[config.mk]
export PLATFORM = sky130hd
export DESIGN_NAME = adc_frame_crc_receiver_flat
export DESIGN_NICKNAME = d
export VERILOG_FILES = /design/src/afcr_pkg.sv /design/src/afcr_if.sv /design/src/afcr_assembler.sv /design/src/adc_frame_crc_receiver.sv /design/src/flat_wrapper.sv
export SDC_FILE = /design/constraint.sdc
export NUM_CORES = 1
export LEC_CHECK = 0
export BUFFER_PORTS_ARGS = -buffer_cell sky130_fd_sc_hd__buf_2
export CAP_MARGIN = 0
export CORE_MARGIN = 3
export CORE_UTILIZATION = 50
export DETAILED_ROUTE_END_ITERATION = 12
export MAX_ROUTING_LAYER = met4
export PLACE_DENSITY_LB_ADDON = 0.08
export SETUP_SLACK_MARGIN = 0.15
export SYNTH_ARGS = -nofsm -noshare
export SYNTH_HDL_FRONTEND = slang
export SYNTH_SLANG_ARGS = --single-unit
[constraint.sdc]
create_clock -name clk_i -period 9.2 [get_ports clk_i]
set_input_delay 0 -clock clk_i [delete_from_list [all_inputs] [get_ports clk_i]]
set_output_delay 0 -clock clk_i [all_outputs]
set_load 0.05 [all_outputs]
[src/afcr_pkg.sv]
`timescale 1ns / 1ps
// ----------------------------------------------------------------------------
// afcr_pkg
// Shared constants, types and the byte-wise CRC16-CCITT update for the
// converter frame receiver.
// ----------------------------------------------------------------------------
package afcr_pkg;

  localparam int unsigned BYTE_W   = 8;
  localparam int unsigned WORD_W   = 24;
  localparam int unsigned CRC_W    = 16;
  localparam int unsigned POS_W    = 4;

  localparam logic [CRC_W-1:0]  CRC_INIT  = 16'hFFFF;
  localparam logic [CRC_W-1:0]  CRC_POLY  = 16'h1021;
  localparam logic [BYTE_W-1:0] BYTE_ZERO = 8'h00;
  localparam logic [BYTE_W-1:0] BYTE_ONES = 8'hFF;

  // frame byte positions
  localparam logic [POS_W-1:0] POS_FIRST    = 4'd0;
  localparam logic [POS_W-1:0] POS_CRC_LAST = 4'd8;
  localparam logic [POS_W-1:0] POS_LAST     = 4'd11;

  typedef enum logic [1:0] {
    ERR_NONE    = 2'd0,
    ERR_PATTERN = 2'd1,
    ERR_CRC     = 2'd2
  } frame_err_e;

  typedef struct packed {
    logic        [WORD_W-1:0] status_word;
    logic signed [WORD_W-1:0] channel_a;
    logic signed [WORD_W-1:0] channel_b;
    logic        [CRC_W-1:0]  received_check;
    logic        [CRC_W-1:0]  computed_check;
    frame_err_e               frame_error;
  } frame_result_t;

  // one byte into the crc, msb first, no reflection
  function automatic logic [CRC_W-1:0] crc_feed(input logic [CRC_W-1:0]  crc,
                                                 input logic [BYTE_W-1:0] data);
    logic [CRC_W-1:0] c;
    c = crc ^ {data, 8'h00};
    for (int k = 0; k < BYTE_W; k++) begin
      if (c[CRC_W-1]) begin
        c = {c[CRC_W-2:0], 1'b0} ^ CRC_POLY;
      end else begin
        c = {c[CRC_W-2:0], 1'b0};
      end
    end
    return c;
  endfunction

endpackage

[src/afcr_if.sv]
`timescale 1ns / 1ps
// ----------------------------------------------------------------------------
// afcr_if
// Valid/ready channels of the frame receiver: the byte stream in and the
// decoded frame out.
// ----------------------------------------------------------------------------
interface afcr_in_if;
  logic                          valid;
  logic                          ready;
  logic [afcr_pkg::BYTE_W-1:0]   rx_byte;
  logic                          frame_start;

  modport source (output valid, rx_byte, frame_start, input ready);
  modport sink   (input valid, rx_byte, frame_start, output ready);
endinterface

interface afcr_out_if;
  logic                                 valid;
  logic                                 ready;
  logic        [afcr_pkg::WORD_W-1:0]   status_word;
  logic signed [afcr_pkg::WORD_W-1:0]   channel_a;
  logic signed [afcr_pkg::WORD_W-1:0]   channel_b;
  logic        [afcr_pkg::CRC_W-1:0]    received_check;
  logic        [afcr_pkg::CRC_W-1:0]    computed_check;
  logic        [1:0]                    frame_error;

  modport source (output valid, status_word, channel_a, channel_b, received_check,
                  computed_check, frame_error, input ready);
  modport sink   (input valid, status_word, channel_a, channel_b, received_check,
                  computed_check, frame_error, output ready);
endinterface

[src/afcr_assembler.sv]
`timescale 1ns / 1ps
// ----------------------------------------------------------------------------
// afcr_assembler
// Per-byte frame state: position, running crc, pattern flags and the word
// shift registers. Flags a finished frame together with its decoded result.
// ----------------------------------------------------------------------------
module afcr_assembler (
  input  logic                          clk_i,
  input  logic                          rst_ni,
  input  logic                          byte_valid_i,
  input  logic [afcr_pkg::BYTE_W-1:0]   rx_byte_i,
  input  logic                          frame_start_i,
  output logic                          frame_done_o,
  output afcr_pkg::frame_result_t       result_o
);
  import afcr_pkg::*;

  logic [POS_W-1:0]  pos_q, pos_d, pos_base;
  logic [CRC_W-1:0]  crc_q, crc_d, crc_base;
  logic              zero_q, zero_d, zero_next;
  logic              ones_q, ones_d, ones_next;
  logic [WORD_W-1:0] status_q, status_d;
  logic [WORD_W-1:0] samp_a_q, samp_a_d;
  logic [WORD_W-1:0] samp_b_q, samp_b_d;
  logic [CRC_W-1:0]  check_q, check_d;
  logic              last_byte;

  // a start mark behaves as if the frame state had just been cleared
  assign pos_base  = frame_start_i ? POS_FIRST : pos_q;
  assign crc_base  = frame_start_i ? CRC_INIT  : crc_q;
  assign zero_next = (frame_start_i | zero_q) & (rx_byte_i == BYTE_ZERO);
  assign ones_next = (frame_start_i | ones_q) & (rx_byte_i == BYTE_ONES);
  assign last_byte = (pos_base >= POS_LAST);

  always_comb begin
    pos_d    = pos_q;
    crc_d    = crc_q;
    zero_d   = zero_q;
    ones_d   = ones_q;
    status_d = status_q;
    samp_a_d = samp_a_q;
    samp_b_d = samp_b_q;
    check_d  = check_q;
    if (byte_valid_i) begin
      if (last_byte) begin
        pos_d  = POS_FIRST;
        crc_d  = CRC_INIT;
        zero_d = 1'b1;
        ones_d = 1'b1;
      end else begin
        pos_d  = pos_base + 4'd1;
        crc_d  = (pos_base <= POS_CRC_LAST) ? crc_feed(crc_base, rx_byte_i) : crc_base;
        zero_d = zero_next;
        ones_d = ones_next;
      end
      case (pos_base) inside
        4'd0, 4'd1, 4'd2: status_d = {status_q[WORD_W-BYTE_W-1:0], rx_byte_i};
        4'd3, 4'd4, 4'd5: samp_a_d = {samp_a_q[WORD_W-BYTE_W-1:0], rx_byte_i};
        4'd6, 4'd7, 4'd8: samp_b_d = {samp_b_q[WORD_W-BYTE_W-1:0], rx_byte_i};
        4'd9, 4'd10:      check_d  = {check_q[CRC_W-BYTE_W-1:0], rx_byte_i};
        default: ;
      endcase
    end
  end

  always_ff @(posedge clk_i or negedge rst_ni) begin
    if (!rst_ni) begin
      pos_q  <= POS_FIRST;
      crc_q  <= CRC_INIT;
      zero_q <= 1'b1;
      ones_q <= 1'b1;
    end else begin
      pos_q  <= pos_d;
      crc_q  <= crc_d;
      zero_q <= zero_d;
      ones_q <= ones_d;
    end
  end

  // every word is fully shifted in before a frame completes
  always_ff @(posedge clk_i) begin
    status_q <= status_d;
    samp_a_q <= samp_a_d;
    samp_b_q <= samp_b_d;
    check_q  <= check_d;
  end

  assign frame_done_o = byte_valid_i & last_byte;

  always_comb begin
    result_o.status_word    = status_q;
    result_o.channel_a      = samp_a_q;
    result_o.channel_b      = samp_b_q;
    result_o.received_check = check_q;
    result_o.computed_check = crc_q;
    if (zero_next || ones_next) begin
      result_o.frame_error = ERR_PATTERN;
    end else if (check_q != crc_q) begin
      result_o.frame_error = ERR_CRC;
    end else begin
      result_o.frame_error = ERR_NONE;
    end
  end

endmodule

[src/adc_frame_crc_receiver.sv]
`timescale 1ns / 1ps
// ----------------------------------------------------------------------------
// adc_frame_crc_receiver
// Receives 12-byte converter frames, checks the CRC16-CCITT and the all-zero
// and all-ones patterns, and returns status, both samples and an error code.
// ----------------------------------------------------------------------------
// throughput: one byte per cycle while the input is not stalled; a frame is twelve bytes
// latency: the result is valid the cycle after the twelfth byte is taken
// the output register holds one result; input stalls only while it is full
// and not being drained
// reset clears the byte position, crc, pattern flags and the output valid
module adc_frame_crc_receiver (
  input  logic       clk_i,
  input  logic       rst_ni,
  afcr_in_if.sink    in_bus_i,
  afcr_out_if.source out_bus_o
);
  import afcr_pkg::*;

  logic          in_accept;
  logic          frame_done;
  frame_result_t frame_res;
  frame_result_t res_q;
  logic          out_valid_q, out_valid_d;

  assign in_bus_i.ready = !out_valid_q || out_bus_o.ready;
  assign in_accept      = in_bus_i.valid && in_bus_i.ready;

  afcr_assembler u_assembler (
    .clk_i         (clk_i),
    .rst_ni        (rst_ni),
    .byte_valid_i  (in_accept),
    .rx_byte_i     (in_bus_i.rx_byte),
    .frame_start_i (in_bus_i.frame_start),
    .frame_done_o  (frame_done),
    .result_o      (frame_res)
  );

  always_comb begin
    out_valid_d = out_valid_q;
    if (frame_done) begin
      out_valid_d = 1'b1;
    end else if (out_bus_o.ready) begin
      out_valid_d = 1'b0;
    end
  end

  always_ff @(posedge clk_i or negedge rst_ni) begin
    if (!rst_ni) begin
      out_valid_q <= 1'b0;
    end else begin
      out_valid_q <= out_valid_d;
    end
  end

  always_ff @(posedge clk_i) begin
    if (frame_done) begin
      res_q <= frame_res;
    end
  end

  assign out_bus_o.valid          = out_valid_q;
  assign out_bus_o.status_word    = res_q.status_word;
  assign out_bus_o.channel_a      = res_q.channel_a;
  assign out_bus_o.channel_b      = res_q.channel_b;
  assign out_bus_o.received_check = res_q.received_check;
  assign out_bus_o.computed_check = res_q.computed_check;
  assign out_bus_o.frame_error    = res_q.frame_error;

  // a new result only follows an accepted byte
  a_result_from_byte: assert property (@(posedge clk_i) disable iff (!rst_ni)
    $rose(out_valid_q) |-> $past(in_accept))
    else $error("result appeared without an accepted byte");

  // crc error code agrees with the reported check values
  a_crc_err_consistent: assert property (@(posedge clk_i) disable iff (!rst_ni)
    (out_valid_q && res_q.frame_error == ERR_CRC)
      |-> (res_q.received_check != res_q.computed_check))
    else $error("crc error flagged on matching check");

  a_good_consistent: assert property (@(posedge clk_i) disable iff (!rst_ni)
    (out_valid_q && res_q.frame_error == ERR_NONE)
      |-> (res_q.received_check == res_q.computed_check))
    else $error("good frame with mismatching check");

  // a pending result is never overwritten before it is taken
  a_no_overwrite: assert property (@(posedge clk_i) disable iff (!rst_ni)
    (out_valid_q && !out_bus_o.ready) |-> !frame_done)
    else $error("pending result overwritten");

endmodule

[src/flat_wrapper.sv]
// flat-port wrapper written by rule: the top's interface ports become plain ports
module adc_frame_crc_receiver_flat import afcr_pkg::*;
  (clk_i, rst_ni, in_bus_i_valid, in_bus_i_rx_byte, in_bus_i_frame_start, in_bus_i_ready, out_bus_o_valid, out_bus_o_status_word, out_bus_o_channel_a, out_bus_o_channel_b, out_bus_o_received_check, out_bus_o_computed_check, out_bus_o_frame_error, out_bus_o_ready);
  afcr_in_if in_bus_i_i ();
  afcr_out_if out_bus_o_i ();
  input  logic clk_i;
  input  logic rst_ni;
  input wire logic [$bits(in_bus_i_i.valid)-1:0] in_bus_i_valid;
  input wire logic [$bits(in_bus_i_i.rx_byte)-1:0] in_bus_i_rx_byte;
  input wire logic [$bits(in_bus_i_i.frame_start)-1:0] in_bus_i_frame_start;
  output wire logic [$bits(in_bus_i_i.ready)-1:0] in_bus_i_ready;
  output wire logic [$bits(out_bus_o_i.valid)-1:0] out_bus_o_valid;
  output wire logic [$bits(out_bus_o_i.status_word)-1:0] out_bus_o_status_word;
  output wire logic [$bits(out_bus_o_i.channel_a)-1:0] out_bus_o_channel_a;
  output wire logic [$bits(out_bus_o_i.channel_b)-1:0] out_bus_o_channel_b;
  output wire logic [$bits(out_bus_o_i.received_check)-1:0] out_bus_o_received_check;
  output wire logic [$bits(out_bus_o_i.computed_check)-1:0] out_bus_o_computed_check;
  output wire logic [$bits(out_bus_o_i.frame_error)-1:0] out_bus_o_frame_error;
  input wire logic [$bits(out_bus_o_i.ready)-1:0] out_bus_o_ready;
  assign in_bus_i_i.valid = in_bus_i_valid;
  assign in_bus_i_i.rx_byte = in_bus_i_rx_byte;
  assign in_bus_i_i.frame_start = in_bus_i_frame_start;
  assign in_bus_i_ready = in_bus_i_i.ready;
  assign out_bus_o_valid = out_bus_o_i.valid;
  assign out_bus_o_status_word = out_bus_o_i.status_word;
  assign out_bus_o_channel_a = out_bus_o_i.channel_a;
  assign out_bus_o_channel_b = out_bus_o_i.channel_b;
  assign out_bus_o_received_check = out_bus_o_i.received_check;
  assign out_bus_o_computed_check = out_bus_o_i.computed_check;
  assign out_bus_o_frame_error = out_bus_o_i.frame_error;
  assign out_bus_o_i.ready = out_bus_o_ready;
  adc_frame_crc_receiver u_core (.clk_i(clk_i), .rst_ni(rst_ni), .in_bus_i(in_bus_i_i), .out_bus_o(out_bus_o_i));
endmodule
* Word-level counts from Yosys, hierarchy flattened *
Index checks and enable logic that the tools add are counted.

word-level totals
  bits in registers = 217
  bits in latches = 0
  bits in writable memories = 0
  bits in read-only memories = 0
  bits of input ports = 13
  output and inout bits = 108
  logic and storage cells = 94
  memories kept = 0

cells by class
  add/subtract/negate cells = 1
  $mul = 0
  divide/modulo/power cells = 0
  order comparisons = 2
  equality and inequality tests = 12
  shift operators = 0
  mux-type cells = 32
  bitwise logic cells = 17
  reduce and logical (&&, ||, !) cells = 15

operator list
  operator             count
  $mux 16              17
  $mux 13              8
  $not 3->3            8
  $eq 4x3->1 const B   4
  $ne 16x16->1         1
  $xor 16x16->16       1
  $eq 4x4->1 const B   3
  $reduce_or 3->1      3
  $eq 4x2->1 const B   2
  $eq 8x8->1 const B   1
  $logic_not 8->1      1
  $mux 4               2
  $reduce_and 5->1     1
  $add 4x1->4 const B  1
  $eq 4x1->1 const B   1
  $ge 4x4->1 const B   1
  $le 4x4->1 const B   1
  $logic_not 4->1      1
  $mux 1               4
  $reduce_and 4->1     1
  $and 1x1->1          3
  $not 1->1            3
  $reduce_and 3->1     1
  $logic_or 1x1->1     2
  other kinds (7)      8

* Logic depth before layout (Yosys ltp) *
  word-level depth = 34
  depth in mapped cells = 6
  depth with buffers taken out = 4

* By module *
A second synthesis with hierarchy kept.

unflattened totals
  cells, all modules = 377
  area total of the unflattened synthesis = 7612.3 um^2

modules (own cells, without submodules)
  module                  times used  cells each  area an instance (um^2)  sequential area each (um^2)
  afcr_assembler          1           267         4375.4                   3215.6
  adc_frame_crc_receiver  1           110         3236.9                   3208.1

* Worst setup path before layout *
Ideal clock, no wire load.

  kind = register to register
  start point = register u_core.out_valid_q, in the netlist u_core.out_bus_o.valid
  end point = register u_core.res_q (netlist bit u_core.out_bus_o.channel_a[0]) (enable)
  data arrival time = 8582 ps
  data required time = 8498 ps
  setup slack = -84 ps
  stages on the path, launching flop included = 4
  path buffers = 0
  period minus slack after synthesis = 9284 ps
  cell sequence = dfrtp_1 > nand2b_1 > nand2_1 > nor3_1

between the ends
  cells in the longest elaborated chain, start to end = 4

ends and longest elaborated chain
  item                         line                          RTL
  start: declaration           adc_frame_crc_receiver.sv:24  logic out_valid_q, out_valid_d;
  start signal: assignment     adc_frame_crc_receiver.sv:52  out_valid_q <= out_valid_d;
  $logic_not 1->1              adc_frame_crc_receiver.sv:26  assign in_bus_i.ready = !out_valid_q || out_bus_o.ready;
  $logic_or 1x1->1             adc_frame_crc_receiver.sv:26
  named net in_bus_i_ready     flat_wrapper.sv:11            output wire logic [$bits(in_bus_i_i.ready)-1:0] in_bus_i_ready;
  $logic_and 1x1->1            adc_frame_crc_receiver.sv:27  assign in_accept = in_bus_i.valid && in_bus_i.ready;
  $and 1x1->1                  afcr_assembler.sv:88          assign frame_done_o = byte_valid_i & last_byte;
  named net u_core.frame_done  adc_frame_crc_receiver.sv:21  logic frame_done;
  end signal: assignment       adc_frame_crc_receiver.sv:58  res_q <= frame_res;
  end: declaration             adc_frame_crc_receiver.sv:23  frame_result_t res_q;

The timed path passes the listed nets, and every way through them passes these cells.
A chain may end at the register's enable or synchronous reset.

* Final worst setup path *
  start point = register u_core.u_assembler.pos_q[0]
  end point = register u_core.res_q (netlist bit u_core.out_bus_o.received_check[8]) (enable)

between the ends
  cells in the longest elaborated chain, start to end = 3

ends and longest elaborated chain
  item                         line                          RTL
  start: declaration           afcr_assembler.sv:18          logic [POS_W-1:0] pos_q, pos_d, pos_base;
  start signal: assignment     afcr_assembler.sv:73          pos_q <= pos_d;
  $mux 4                       afcr_assembler.sv:29          assign pos_base = frame_start_i ? POS_FIRST : pos_q;
  $ge 4x4->1                   afcr_assembler.sv:33          assign last_byte = (pos_base >= POS_LAST);
  $and 1x1->1                  afcr_assembler.sv:88
  named net u_core.frame_done  adc_frame_crc_receiver.sv:21

The timed path passes the listed nets, and every way through them passes these cells.

==> flow_summary.toml <==
[global_routing]
overflow = 0
pin_count_of_the_biggest_net_entering_global_routing = 81
grtUsageTotal_pct = 16.1
vias_in_the_first_global_route = 3543
first_pass_grt_wire_length_um = 19800
antenna_found_initial = 0

[synth]
yosys.area.top_type_share_pct = 76.5
post_synth_main_area_contributors = "sky130_fd_sc_hd__edfxtp_1, sky130_fd_sc_hd__dfstp_2, sky130_fd_sc_hd__xnor3_1"
seq_cells_post_synth = 217
synth-edff-count = 194
synth.lib_cells_used.distinct = 37
async_flop_share_pct = 10.6
synthDominantAreaCellType = "sky130_fd_sc_hd__edfxtp_1"
ys_dominant_reg_cell = "sky130_fd_sc_hd__edfxtp_1"
cell_count_after_synthesis = 364
synth_warnings = 0
sequential_fraction_of_the_synthesis_area_pct = 84.4
syn_area_um2 = 7610
syn_nets = 377
syn_area_per_cell_um2 = 20.9

[sta]
grt_setup_unrepaired = "false"
timing_hold_violations_final = 0
fin_worst_hold_slack_ps = 36.7
fin_crit_sh_pct = 27.2
max_slew_margin_pct = 22.9
worst-slew-pin-transition_ps = 1160
finalWorstSetupSlack_ps = 6700
finalWorstPathRequiredPeriod_ps = 2500
setup_total_negative_slack_ps = 0
number_of_max_slew_violations_in_the_final_report = 0
skew_final_ps = 9.50
finalSetupViolations = 0
clock.fmax_mhz = 400

[clock_tree]
cts_buffer_depth = 3
cts.repair_timing.setup_buffer_count = 0
tritoncts = "done"
cts-buffers-inserted = 22
clock_sinks = 217
ctsResizeCount = 0
clock_latency_ps = 480
cts_hold_repair_buffers = 10
cts_htree_levels = 1
clock_transition_at_path_regs_ps = 60
cts.root.buffer_cell = "sky130_fd_sc_hd__clkbuf_16"

[critical_path]
crit_path_end_kind = "register"
timing_worst_setup_path_type = "register to register"
crit_required_ps = 9300
cp_max_fo = 80
timing.critical_path.from = "u_core.u_assembler.pos_q[0]"
cp_max_stage_delay_ps = 770
start_kind = "register"
crit_path_dat_ps = 2600
reg2reg_from = "u_core.u_assembler.pos_q[0]"
timing.critical_path.cells = "a21oi_1 -> or2_2 -> nor3_4 -> buf_4"
critPathSlowestCell = "sky130_fd_sc_hd__buf_4"

[die]
initial_core_utilization_pct = 51.8
floorplan.io_pins = 121
fp-row-count = 44
core_area_um2 = 14700
chipWidth_um = 129
dieArea_um2 = 16700
chipHeight_um = 129

[final_layout]
layout-drive-gt1-share_pct = 35.5
flow.area_growth_from_synthesis_pct = 21.6
num_antenna_cells = 0
finalNetCount = 526

[job]
timing.max_cap.violations = 0

[routing]
vias = 3627
route.met3.wl_um = 789
top_layer_used = "met4"
wl_met1_um = 5850
detail_route.wl_per_cell_um = 18.4
antenna_violating_nets_post_route = 0
finalWirelength_um = 13100
detail_route.drc_violations = 0
drtPass1Iterations = 4
vias_per_cell = 5.09
initialDrtViolationCount = 307
route.met2.wl_um = 6210

[power]
power.net_switching_uw = 556
clk_pwr_share_pct = 35.2
swShare_pct = 22.9
fin_total_pwr_uw = 2420
p_leak_uw = 0.00335
combPwrFrac_pct = 12.3
p_int_uw = 1870
peakVddDrop_uv = 154
seqPwrFrac_pct = 52.5
pwr_density_cell_nw_per_um2 = 262

[placed_design]
place.port_buffers = 120
placement.setup.worst_slack_ps = 6730
gp_routability_congestion = 0.773
detailedPlacementHpwl_um = 8280

[run_status]
status = "finished, final reports clean"

[hold_path]
hp-class = "primary input to async pin"
metrics by stage:
step                util (%)  cells  cell area (µm²)
floorplan                  -    364             7620
global route            63.0    713             9260
finish                  63.0    713             9260
detailed placement      57.5    663             8450
global placement        57.5    663             8450
CTS                     63.0    713             9260
registers in the layout, indices dropped and copies added (netlist names), 4 cells and up:
signal / cells
u_core.out_bus_o.status_word: 24
u_core.u_assembler.crc_q: 16
u_core.out_bus_o.channel_b: 24
u_core.u_assembler.pos_q: 4
u_core.out_bus_o.channel_a: 24
u_core.out_bus_o.computed_check: 16
u_core.out_bus_o.received_check: 16
u_core.u_assembler.status_q: 24
u_core.u_assembler.samp_b_q: 24
u_core.u_assembler.check_q: 16
u_core.u_assembler.samp_a_q: 24
cell usage after synthesis, drive strengths merged, types with 5 or more instances:
library cell  count
xor2              5
buf              10
nor2             26
xnor2            27
a21oi             5
xnor3             9
nand2             7
o22a             13
dfstp            18
edfxtp          194
nand4             6
dfrtp             5
cell families after synthesis:
logic type             count (synthesis)  share of synthesized area [%]
flip-flops                           217                           84.4
AND/OR/NAND/NOR                       57                           3.94
XOR/XNOR                              43                           7.51
AO/OA/AOI/OAI                         34                           3.30
buffers and inverters                 13                          0.887
final timing paths:
kind,end,slack [ps],depth (start not counted)
setup / recovery,u_core.out_bus_o.received_check[8],6700,4
hold / removal,u_core.out_bus_o.valid,40,2
setup reg to reg,u_core.out_bus_o.received_check[8],6700,4
hold reg to reg,u_core.out_bus_o.channel_b[17],420,0
max in group asynchronous,u_core.u_assembler.ones_q,8790,2
min in group clk_i,u_core.u_assembler.zero_q,50,4
worst max-delay path: cells and delay by family, from the launching register on:
kind | cells | cell delay (ps)
and+or+nand+nor | 2 | 610
DFF | 1 | 470
AOI/OAI and AO/OA | 1 | 170
buffers and inverters | 1 | 770
placed cells by master, fill, tap and decap left out, types with 3 or more instances in the layout:
master and instances:
sky130_fd_sc_hd__a22o_1 3, sky130_fd_sc_hd__buf_4 5, sky130_fd_sc_hd__dfstp_2 18, sky130_fd_sc_hd__dlygate4sd3_1 10, sky130_fd_sc_hd__nand2_1 7, sky130_fd_sc_hd__clkbuf_1 8
sky130_fd_sc_hd__a21oi_1 5, sky130_fd_sc_hd__clkbuf_16 23, sky130_fd_sc_hd__nor2_4 4, sky130_fd_sc_hd__xnor2_2 3, sky130_fd_sc_hd__buf_2 120, sky130_fd_sc_hd__and2_1 3
sky130_fd_sc_hd__nor2_1 20, sky130_fd_sc_hd__inv_1 3, sky130_fd_sc_hd__xnor3_1 9, sky130_fd_sc_hd__xor2_1 5, sky130_fd_sc_hd__o21ai_0 3, sky130_fd_sc_hd__nand4_1 6
sky130_fd_sc_hd__nor4_1 3, sky130_fd_sc_hd__edfxtp_1 194, sky130_fd_sc_hd__clkinv_2 4, sky130_fd_sc_hd__dfrtp_1 5, sky130_fd_sc_hd__xnor2_1 23, sky130_fd_sc_hd__o22a_1 13
power groups by stage:
stage / combinational [µW] / sequential (µW) / clock (µW)
3_5_place_dp: 295 / 1290 / 0
4_1_cts: 300 / 1270 / 880
3_3_place_gp: 287 / 1290 / 0
5_1_grt: 323 / 1280 / 924
6_report: 298 / 1270 / 854
2_1_floorplan: 238 / 1270 / 0
per-layer routing:
layer	GRT usage [%]	vias up
met2	24.3	115
met5	-	-
li1	-	1701
met4	4.65	0
met1	22.7	1785
met3	3.09	26
layout make-up:
class | instances | area, µm²
sequential | 217 | 6420
fill | 1060 | 5440
multi-input combinational | 134 | 1150
timing repair buffer | 135 | 738
clock buffer | 31 | 606
tap | 184 | 230
clock inverter | 9 | 100
inverter | 3 | 11.3
Note: power is estimated with default switching activity, not from simulation.
